## src/design/atsp_pkg.sv

```systemverilog
// Shared types, constants and the frame size table for the ATS parser.
`default_nettype none

package atsp_pkg;

  // Largest number of historical bytes that are kept
  localparam logic [3:0] HIST_MAX = 4'd15;

  // Reset values of the parsed fields
  localparam logic [3:0] FSCI_DEFAULT = 4'd2;
  localparam logic [3:0] FWI_DEFAULT  = 4'd4;

  // Pending interface byte flags
  localparam int unsigned PEND_TA = 0;
  localparam int unsigned PEND_TB = 1;
  localparam int unsigned PEND_TC = 2;

  // Largest FSCI with its own frame size
  localparam logic [3:0] FSCI_TOP = 4'd8;

  typedef enum logic [1:0] {
    ST_BUSY = 2'd0,
    ST_OK   = 2'd1,
    ST_ERR  = 2'd2
  } atsp_status_t;

  // One input item
  typedef struct packed {
    logic [7:0] ats_byte;
    logic       last_byte;
  } atsp_item_t;

  // Fields parsed from T0, TA, TB, TC
  typedef struct packed {
    logic [3:0] fsci;
    logic [3:0] fwi;
    logic [3:0] sfgi;
    logic [6:0] rate;
    logic       cid;
    logic       nad;
  } atsp_fields_t;

  localparam atsp_fields_t FIELDS_RESET = '{
    fsci: FSCI_DEFAULT, fwi: FWI_DEFAULT, sfgi: 4'd0, rate: 7'd0, cid: 1'b0, nad: 1'b0
  };

  // One result item
  typedef struct packed {
    logic         historical_valid;
    logic [7:0]   historical_byte;
    atsp_status_t status;
    logic [3:0]   frame_size_index;
    logic [8:0]   frame_size_bytes;
    logic [3:0]   wait_time_index;
    logic [3:0]   guard_time_index;
    logic [6:0]   rate_flags;
    logic         cid_capable;
    logic         nad_capable;
    logic [3:0]   card_id;
    logic [3:0]   historical_count;
  } atsp_result_t;

  // Card frame size in bytes for an FSCI, indexes above eight give 256
  function automatic logic [8:0] frame_size(input logic [3:0] fsci);
    logic [8:0] fs;
    case (fsci)
      4'd0:    fs = 9'd16;
      4'd1:    fs = 9'd24;
      4'd2:    fs = 9'd32;
      4'd3:    fs = 9'd40;
      4'd4:    fs = 9'd48;
      4'd5:    fs = 9'd64;
      4'd6:    fs = 9'd96;
      4'd7:    fs = 9'd128;
      default: fs = 9'd256;
    endcase
    return fs;
  endfunction

endpackage

`default_nettype wire

```

## src/design/atsp_in_reg.sv

```systemverilog
// Input register stage of the ATS parser.
`default_nettype none

module atsp_in_reg
  import atsp_pkg::*;
(
  input  wire logic       clk,
  input  wire logic       rst_n,
  input  wire logic       in_tvalid,
  output logic            in_tready,
  input  wire logic [7:0] in_tdata,
  input  wire logic       in_tlast,
  input  wire logic       advance,    // next stage takes the held item this cycle
  output logic            s1_valid,
  output atsp_item_t      s1_item
);

  logic       valid_r, valid_nxt;
  atsp_item_t item_r;

  // Take a new item when empty or when the held one moves on
  assign in_tready = !valid_r || advance;

  always_comb begin
    valid_nxt = valid_r;
    if (in_tready) begin
      valid_nxt = in_tvalid;
    end
  end

  always_ff @(posedge clk) begin
    if (!rst_n) begin
      valid_r <= 1'b0;
    end else begin
      valid_r <= valid_nxt;
    end
  end

  // Payload, no reset
  always_ff @(posedge clk) begin
    if (in_tready && in_tvalid) begin
      item_r.ats_byte  <= in_tdata;
      item_r.last_byte <= in_tlast;
    end
  end

  assign s1_valid = valid_r;
  assign s1_item  = item_r;

endmodule

`default_nettype wire

```

## src/design/atsp_parse.sv

```systemverilog
// Parse state and per-byte update logic of the ATS parser.
`default_nettype none

module atsp_parse
  import atsp_pkg::*;
(
  input  wire logic       clk,
  input  wire logic       rst_n,
  input  wire logic       step,           // item moves to the result register
  input  wire atsp_item_t item,
  input  wire logic [3:0] requested_cid,
  output atsp_result_t    result
);

  logic [7:0]   cnt_r, cnt_nxt;
  logic [7:0]   len_r, len_nxt;
  logic [2:0]   pend_r, pend_nxt;
  logic         err_r, err_nxt;
  atsp_fields_t fld_r, fld_nxt;
  logic [3:0]   kept_r, kept_nxt;
  logic         hist_valid;
  logic [7:0]   hist_byte;
  logic         frame_bad;
  logic [7:0]   b;

  assign b = item.ats_byte;

  // Next parse state for the byte at hand
  always_comb begin
    cnt_nxt    = cnt_r;
    len_nxt    = len_r;
    pend_nxt   = pend_r;
    err_nxt    = err_r;
    fld_nxt    = fld_r;
    kept_nxt   = kept_r;
    hist_valid = 1'b0;
    hist_byte  = 8'd0;
    if (cnt_r == 8'd0) begin
      len_nxt = b;
    end else if (err_r) begin
      // nothing is parsed after an error
    end else if (cnt_r == 8'd1) begin
      // T0
      if (b[7]) begin
        err_nxt = 1'b1;
      end else begin
        fld_nxt.fsci = b[3:0];
        pend_nxt     = b[6:4];
      end
    end else if (pend_r[PEND_TA]) begin
      pend_nxt[PEND_TA] = 1'b0;
      if (b[3]) begin
        err_nxt = 1'b1;
      end else begin
        fld_nxt.rate = fld_r.rate | {b[7:4], b[2:0]};
      end
    end else if (pend_r[PEND_TB]) begin
      pend_nxt[PEND_TB] = 1'b0;
      fld_nxt.sfgi = b[3:0];
      fld_nxt.fwi  = b[7:4];
    end else if (pend_r[PEND_TC]) begin
      pend_nxt[PEND_TC] = 1'b0;
      if (|b[7:2]) begin
        err_nxt = 1'b1;
      end else begin
        fld_nxt.nad = b[0];
        fld_nxt.cid = b[1];
      end
    end else if (kept_r < HIST_MAX) begin
      // historical byte
      kept_nxt   = kept_r + 4'd1;
      hist_valid = 1'b1;
      hist_byte  = b;
    end
    if (cnt_r != 8'hFF) begin
      cnt_nxt = cnt_r + 8'd1;
    end
  end

  // Final check at the last byte
  assign frame_bad = err_nxt || (len_nxt == 8'd0) || (len_nxt != cnt_nxt) ||
                     (pend_nxt != 3'd0);

  // Result for this byte
  always_comb begin
    result.historical_valid = hist_valid;
    result.historical_byte  = hist_byte;
    if (!item.last_byte) begin
      result.status = ST_BUSY;
    end else if (frame_bad) begin
      result.status = ST_ERR;
    end else begin
      result.status = ST_OK;
    end
    result.frame_size_index = fld_nxt.fsci;
    result.frame_size_bytes = frame_size(fld_nxt.fsci);
    result.wait_time_index  = fld_nxt.fwi;
    result.guard_time_index = fld_nxt.sfgi;
    result.rate_flags       = fld_nxt.rate;
    result.cid_capable      = fld_nxt.cid;
    result.nad_capable      = fld_nxt.nad;
    result.card_id          = fld_nxt.cid ? requested_cid : 4'd0;
    result.historical_count = kept_nxt;
  end

  // State registers, cleared after the last byte of an answer
  always_ff @(posedge clk) begin
    if (!rst_n || (step && item.last_byte)) begin
      cnt_r  <= 8'd0;
      len_r  <= 8'd0;
      pend_r <= 3'd0;
      err_r  <= 1'b0;
      fld_r  <= FIELDS_RESET;
      kept_r <= 4'd0;
    end else if (step) begin
      cnt_r  <= cnt_nxt;
      len_r  <= len_nxt;
      pend_r <= pend_nxt;
      err_r  <= err_nxt;
      fld_r  <= fld_nxt;
      kept_r <= kept_nxt;
    end
  end

  // The last byte restarts the parse
  a_clear_after_last: assert property (@(posedge clk) disable iff (!rst_n)
    step && item.last_byte |=> cnt_r == 8'd0 && pend_r == 3'd0 && kept_r == 4'd0)
    else $error("parse state not cleared after last byte");

  // Interface bytes are only announced by T0
  a_pend_after_t0: assert property (@(posedge clk) disable iff (!rst_n)
    pend_r != 3'd0 |-> cnt_r >= 8'd2)
    else $error("interface bytes pending before T0");

  // A historical byte is never taken while interface bytes are due
  a_hist_order: assert property (@(posedge clk) disable iff (!rst_n)
    hist_valid |-> pend_r == 3'd0 && cnt_r >= 8'd2 && !err_r)
    else $error("historical byte taken out of order");

  // Kept count moves only with a kept byte
  a_kept_step: assert property (@(posedge clk) disable iff (!rst_n)
    step && !item.last_byte |=> kept_r == $past(kept_r) + {3'd0, $past(hist_valid)})
    else $error("historical count out of step");

endmodule

`default_nettype wire

```

## src/design/atsp_out_reg.sv

```systemverilog
// Result register stage of the ATS parser.
`default_nettype none

module atsp_out_reg
  import atsp_pkg::*;
(
  input  wire logic         clk,
  input  wire logic         rst_n,
  input  wire logic         load,         // a result is offered this cycle
  input  wire atsp_result_t result,
  output logic              advance,      // register can take a result
  output logic              out_tvalid,
  input  wire logic         out_tready,
  output logic [47:0]       out_tdata,
  output logic              out_tuser
);

  logic         valid_r, valid_nxt;
  atsp_result_t res_r;

  assign advance = !valid_r || out_tready;

  always_comb begin
    valid_nxt = valid_r;
    if (advance) begin
      valid_nxt = load;
    end
  end

  always_ff @(posedge clk) begin
    if (!rst_n) begin
      valid_r <= 1'b0;
    end else begin
      valid_r <= valid_nxt;
    end
  end

  // Payload, no reset
  always_ff @(posedge clk) begin
    if (advance && load) begin
      res_r <= result;
    end
  end

  assign out_tvalid = valid_r;
  assign out_tuser  = res_r.historical_valid;
  assign out_tdata  = {res_r.historical_count, res_r.card_id, res_r.nad_capable,
                       res_r.cid_capable, res_r.rate_flags, res_r.guard_time_index,
                       res_r.wait_time_index, res_r.frame_size_bytes,
                       res_r.frame_size_index, res_r.status, res_r.historical_byte};

endmodule

`default_nettype wire

```

## src/design/ats_answer_parser.sv

```systemverilog
// Top level of the ISO 14443-4 answer-to-select parser.
//
//  channel  dir  handshake              payload
//  in_      in   in_tvalid/in_tready    in_tdata ats_byte, in_tlast last_byte
//  out_     out  out_tvalid/out_tready  out_tdata parsed fields, out_tuser hist valid
//  cfg_     in   cfg_wr_en              cfg_wr_data requested_cid
//
// One item per cycle sustained while the output is not stalled; each byte's result
// passes from the input register through the parse logic into the result register,
// where it is held until out_tready takes it.
// The parse state advances as an item moves into the result register.
// Reset clears both stages, the parse state and requested_cid.
// A stalled output holds its result; one more item waits in the input register.
`default_nettype none

module ats_answer_parser
  import atsp_pkg::*;
(
  input  wire logic        clk,
  input  wire logic        rst_n,
  input  wire logic        in_tvalid,
  output logic             in_tready,
  input  wire logic [7:0]  in_tdata,     // [7:0] ats_byte
  input  wire logic        in_tlast,     // last_byte
  output logic             out_tvalid,
  input  wire logic        out_tready,
  output logic [47:0]      out_tdata,    // [7:0] historical_byte, [9:8] status,
                                         // [13:10] frame_size_index,
                                         // [22:14] frame_size_bytes,
                                         // [26:23] wait_time_index,
                                         // [30:27] guard_time_index,
                                         // [37:31] rate_flags, [38] cid_capable,
                                         // [39] nad_capable, [43:40] card_id,
                                         // [47:44] historical_count
  output logic             out_tuser,    // [0] historical_valid
  input  wire logic        cfg_wr_en,
  input  wire logic [3:0]  cfg_wr_data   // requested_cid
);

  logic         advance;
  logic         s1_valid;
  atsp_item_t   s1_item;
  atsp_result_t result;
  logic [3:0]   req_cid_r;

  // Configuration register
  always_ff @(posedge clk) begin
    if (!rst_n) begin
      req_cid_r <= 4'd0;
    end else if (cfg_wr_en) begin
      req_cid_r <= cfg_wr_data;
    end
  end

  atsp_in_reg u_in (
    .clk       (clk),
    .rst_n     (rst_n),
    .in_tvalid (in_tvalid),
    .in_tready (in_tready),
    .in_tdata  (in_tdata),
    .in_tlast  (in_tlast),
    .advance   (advance),
    .s1_valid  (s1_valid),
    .s1_item   (s1_item)
  );

  atsp_parse u_parse (
    .clk           (clk),
    .rst_n         (rst_n),
    .step          (s1_valid && advance),
    .item          (s1_item),
    .requested_cid (req_cid_r),
    .result        (result)
  );

  atsp_out_reg u_out (
    .clk        (clk),
    .rst_n      (rst_n),
    .load       (s1_valid),
    .result     (result),
    .advance    (advance),
    .out_tvalid (out_tvalid),
    .out_tready (out_tready),
    .out_tdata  (out_tdata),
    .out_tuser  (out_tuser)
  );

endmodule

`default_nettype wire

```

## config.mk

```make
export PLATFORM = sky130hd
export DESIGN_NAME = ats_answer_parser
export DESIGN_NICKNAME = d
export VERILOG_FILES = /design/src/design/atsp_pkg.sv /design/src/design/atsp_in_reg.sv /design/src/design/atsp_parse.sv /design/src/design/atsp_out_reg.sv /design/src/design/ats_answer_parser.sv
export SDC_FILE = /design/constraint.sdc
export NUM_CORES = 1
export LEC_CHECK = 0
export BUFFER_PORTS_ARGS = -buffer_cell sky130_fd_sc_hd__buf_2
export CORE_ASPECT_RATIO = 1.75
export CORE_MARGIN = 2
export CORE_UTILIZATION = 28
export DETAILED_ROUTE_END_ITERATION = 16
export GPL_TIMING_DRIVEN = 0
export PLACE_DENSITY = 0.42
export SYNTH_ARGS = -nofsm -noshare
export SYNTH_HDL_FRONTEND = slang
export SYNTH_HIERARCHICAL = 1
export SYNTH_SLANG_ARGS = --single-unit
```

## constraint.sdc

```tcl
create_clock -name clk -period 3 [get_ports clk]
set_input_delay 0.3 -clock clk [delete_from_list [all_inputs] [get_ports clk]]
set_output_delay 0.3 -clock clk [all_outputs]
set_load 0.02 [all_outputs]
```

Word level (Yosys, flattened, before mapping):

Memory sizes are Yosys's and may differ from the RTL's. A register that Yosys moved wholly into a read port is not among the register bits.
Cells that the tools add are included.

* register bits after elaboration: 109
* latch bits: 0
* bits in writable memories: 0
* bits in read-only memories: 40
* bits of input ports: 18
* output and inout bits: 51
* memories kept: 1

* add/subtract/negate cells: 2
* multipliers: 0
* divide/modulo/power cells: 0
* order comparisons: 1
* eq/ne operators: 3
* shift operators: 0
* mux-type cells: 39
* bitwise gates (word level): 2
* reduce and logical (&&, ||, !) cells: 18

Memories
* (name not given): words 8, bits a word 5, read ports 1, clocked after Yosys merged registers in 1, wr ports 0, RTL line atsp_pkg.sv:66 `case (fsci)`

Operators with widths (count)
* $mux W21: 2
* $mux W4: 9
* $mux W8: 4
* $mux W17: 1
* $logic_not A8 Y1: 2
* $mux W7: 2
* $mux W2: 6
* $mux W3: 4
* $reduce_or A6 Y1: 2
* $mux W1: 11
* $add A8 B1 Y8 const B: 1
* $eq A8 B1 Y1 const B: 1
* $ne A8 B8 Y1: 1
* $ne A8 B8 Y1 const B: 1
* $or A7 B7 Y7: 1
* $reduce_or A7 Y1: 1
* $logic_or A1 B1 Y1: 6
* $add A4 B1 Y4 const B: 1
* $lt A4 B4 Y1 const B: 1
* $logic_and A1 B1 Y1: 3
* $logic_not A1 Y1: 3
* $reduce_bool A3 Y1: 1
* $not A1 Y1: 1

Longest topological paths before layout:

* depth in word-level cells: 12
* mapped depth: 9
* gate-level depth less buffers: 8

By module:

Netlist, hierarchy kept.

Modules (own cells, without submodules)
* atsp_parse: instances 1, cells an instance 359, area an instance 2936.6 um2, seq. area each 900.9 um2
* atsp_out_reg: instances 1, cells an instance 54, area an instance 1529.0 um2, seq. area each 1491.4 um2
* atsp_in_reg: instances 1, cells an instance 14, area an instance 327.8 um2, seq. area each 290.3 um2
* ats_answer_parser: instances 1, cells an instance 14, area an instance 162.7 um2, seq. area each 80.1 um2

Worst setup path before layout:

Ideal clock, no wire load.

* path type: reg-to-reg
* start point: register u_parse.cnt_r[0]
* end point: register u_out.res_r, in the netlist u_out/out_tdata[9] (data pin)
* library setup time: 0.259 ns
* data arrival time: 2.356 ns
* setup slack: 0.385 ns
* cell stages (with the launch flop): 9
* clock period less this slack: 2.615 ns
* path through: dfxtp_1 > inv_1 > ha_1 > or3b_2 > nor2_4 > mux2i_1 > xnor2_1 > or4_1 > o31a_1

* cells in the longest elaborated chain, start to end: 8
* elaborated cells on any way between the ends: 19
* those cells by class: add/sub (1); eq/ne (3); mux (9); reduce/logical (6)

Ends and longest elaborated chain
* from (decl): RTL line atsp_parse.sv:15 `logic [7:0] cnt_r, cnt_nxt;`
* from (signal assigned): RTL line atsp_parse.sv:116 `cnt_r <= cnt_nxt;`
* branches (longest 6 deep; another with $add A8 B1 Y8)
* $logic_or A1 B1 Y1 (*): RTL line atsp_parse.sv:81 `assign frame_bad = err_nxt || (len_nxt == 8'd0) || (len_nxt != cnt_nxt) ||`
* $mux W2 (*): RTL line atsp_parse.sv:90 `end else if (frame_bad) begin`
* to (signal assigned): RTL line atsp_out_reg.sv:41 `res_r <= result;`
* to (decl): RTL line atsp_out_reg.sv:19 `atsp_result_t res_r;`

Every way passes the cells marked *.
A chain may end at the register's enable or synchronous reset.

Worst setup path in the final report:

Ends and elaborated chain as after synthesis.

==> results.py <==
metrics = {
    "critical_path": {
        "max_stage_delay_ps": 530,
        "crit_path_start_kind": "flop",
        "cp.buffers_inverters": 2,
        "r2r_slack_ps": 140,
        "critPathSlowestCell": "or3b_2",
        "crit_required_ps": 3100,
        "crit_type": "reg -> reg",
        "endpoint_kind": "flop",
        "path_delay_family": "simple AND/OR/NAND/NOR gates",
        "cp_max_fo": 10,
        "rr_endpoint": "u_out/out_tdata[9]",
        "path_cells": "inv_1 > ha_4 > or3b_2 > nor2_4 > buf_4 > mux2i_2 > xnor2_1 > nand4_1 > o31a_1",
        "r2r_cells": 9,
        "r2r_start": "u_parse/cnt_r[0]",
        "crit_arrival_ps": 2960,
    },
    "floorplan": {
        "die_y_um": 180,
        "die_x_um": 105,
        "die-area_mm2": 0.0188,
        "start_util_pct": 28.5,
        "core_area_mm2": 0.0174,
        "io_pins": 69,
        "num_rows": 64,
    },
    "global_route": {
        "grtUsageMet3_pct": 2.68,
        "busiest_layer": "met2",
        "grt_pass1_vias": 3574,
        "grt_util_met2_pct": 26.0,
        "grt_max_degree": 50,
        "grtUsageTotal_pct": 13.7,
        "grt_pass1_wl_mm": 19.7,
        "antenna_found_initial": 0,
        "grt_overflow_total": 0,
        "grt_use_met1_pct": 14.4,
    },
    "place": {
        "place_congestion": 0.844,
        "port-buffer-count": 67,
        "placedInstanceArea_mm2": 0.00559,
        "dp_hpwl_mm": 9.04,
    },
    "finish": {
        "drive_gt1_share_pct": 25.7,
        "nets": 545,
        "final_cell_area_mm2": 0.00590,
        "final_util_pct": 34.0,
        "fill_cells": 1804,
        "syn_to_final_growth_pct": 19.1,
        "insertedDiodeCount": 0,
    },
    "sta": {
        "max_freq_mhz": 350,
        "relSlewSlack_pct": 48.8,
        "fin_skew_ps": 8.47,
        "drv_slew": 0,
        "worst-slew-pin-transition_ps": 768,
        "setup_viol": 0,
        "final.min_clock_period_ps": 2860,
        "finalCritPeriodShare_pct": 95.3,
        "hold_viol": 0,
        "finalSetupTns_ps": 0,
        "rsz0062_at_grt": "false",
    },
    "min_path": {
        "hp-class": "in -> reg",
        "hold_end": "u_in/s1_item[5]",
        "min_path_cells": 1,
        "worstHoldStart": "in_tdata[4]",
    },
    "clock_tree": {
        "cts.sinks": 109,
        "cts_setup_buffers": 0,
        "clk_latency_ps": 350,
        "cts_max_path_buffers": 2,
        "tritoncts": "yes",
        "cts-root-buf": "clkbuf_16",
        "htreeDepth": 3,
        "path_clk_slew_ps": 80,
        "cts_resized": 1,
        "cts_buffers": 9,
        "hold_buffers": 0,
    },
    "synth": {
        "yosysSeqAreaShare_pct": 55.7,
        "synth_area_leaders": "edfxtp_1 35%, dfxtp_1 21%, mux2i_1 5.5%, nor2_1 3.3%, mux2_2 2.5%",
        "syn_inst": 441,
        "synthFlopType": "edfxtp_1",
        "post-synth-top-area-cell": "edfxtp_1",
        "syn_area_mm2": 0.00496,
        "synth_cell_types": 70,
        "synth_seq_cells": 109,
        "post_synth.cell_area_avg_um2": 11.2,
        "yosysTopAreaCellShare_pct": 35.1,
        "async_reset_ff_share_pct": 0,
        "synth_edf_count": 58,
        "synth_most_common_cell": "edfxtp_1",
        "synth_common_cells": "58 x edfxtp_1, 51 x dfxtp_1, 43 x nor2_1",
        "synth-warning-count": 6,
    },
    "routing": {
        "routedWlPerCell_um": 16.6,
        "via_count": 3568,
        "via_per_inst": 4.71,
        "first_iter_violations": 171,
        "ant_nets": 0,
        "routed_wl_mm": 12.6,
        "drc": 0,
        "drt-pass1-iter-count": 4,
    },
    "pwr": {
        "vdd_drop_max_mv": 0.260,
        "leakage_nw": 2.37,
        "powerDensity_mw_per_mm2": 530,
    },
    "flow_run": {
        "max-cap-violations": 0,
    },
    "status": {
        "outcome": "completed",
    },
}
## sequential cells by signal (all words and copies together) (netlist names)
name	flops
u_parse/cnt_r	8
req_cid_r	4
u_in/s1_valid	1
u_out/out_tuser	1
u_out/out_tvalid	1
u_parse/len_r	8
u_parse/fld_r	21
u_parse/pend_r	3
u_parse/err_r	1
u_in/s1_item	9
u_out/out_tdata	48
u_parse/kept_r	4
## worst max path at each step
stage | end | cells after the start | start | slack [ps]
finish | u_out/out_tdata[9] | 9 | u_parse/cnt_r[0] | 140
global route | u_out/out_tdata[20] | 8 | u_in/s1_item[8] | 5
CTS | u_out/out_tdata[9] | 9 | u_parse/cnt_r[0] | 60
detailed placement | u_out/out_tdata[9] | 9 | u_parse/cnt_r[0] | 20
global placement | u_out/out_tdata[9] | 8 | u_parse/cnt_r[0] | 50
floorplan | u_out/out_tdata[9] | 8 | u_parse/cnt_r[0] | 380
## routing by layer
| metal | routed length, um | part of all wire, % | up-vias |
|---|---|---|---|
| met5 | 0 | 0 | - |
| met4 | 346 | 2.7 | 0 |
| met2 | 7030 | 56 | 75 |
| met1 | 4810 | 38 | 1725 |
| li1 | - | - | 1746 |
| met3 | 415 | 3.3 | 22 |
## cells in the final DEF, fill, tap and decap left out, types with 8 or more instances in the layout
master      n
o21ai_0     8
clkbuf_1   19
nand2_1    24
edfxtp_1   58
and2_1     11
mux2_2     11
nor2b_1     8
a21oi_1    24
nand3_1    23
nor2_1     43
clkbuf_16   9
buf_2      70
dfxtp_1    51
mux2i_1    26
inv_1      12
## cell type report
| class | count | area (um^2) | share of cell area (%) |
|---|---|---|---|
| clock inverters | 6 | 56.3 | 0.954 |
| plain buffers | 34 | 198 | 3.35 |
| clock buffers | 10 | 229 | 3.88 |
| well taps | 231 | 289 | 4.90 |
| multi-input cells | 288 | 1990 | 33.7 |
| repair buffers | 67 | 335 | 5.68 |
| flip-flops and latches | 109 | 2760 | 46.8 |
| inverters | 12 | 45.0 | 0.763 |
## where the power goes
part           switching (mW)  leakage (nW)  internal, mW
clock                   0.573         0.141         0.581
sequential             0.0222         0.969          1.62
combinational           0.212          1.26         0.116
## metrics by stage
stage	instances	setup slack [ps]	total power [mW]	hold WS [ps]
after CTS	757	58.2	3.18	119
final	757	140	3.13	131
after global placement	741	47.0	2.01	453
after floorplan	443	385	1.90	372
after global routing	757	4.80	3.28	112
after detailed placement	741	19.8	2.01	466
## cells by family after synthesis
family                     Yosys count  share of synthesized area, %
AOI/OAI and AO/OA                   75                          10.4
xor gates and xnor gates            11                          1.94
adders and majority gates            6                          1.51
buffers and inverters               46                          4.90
DFF                                109                          55.7
muxes                               39                          8.23
other                                1                        0.0757
and+or+nand+nor                    154                          17.2
(Power assumes the default switching activity.)
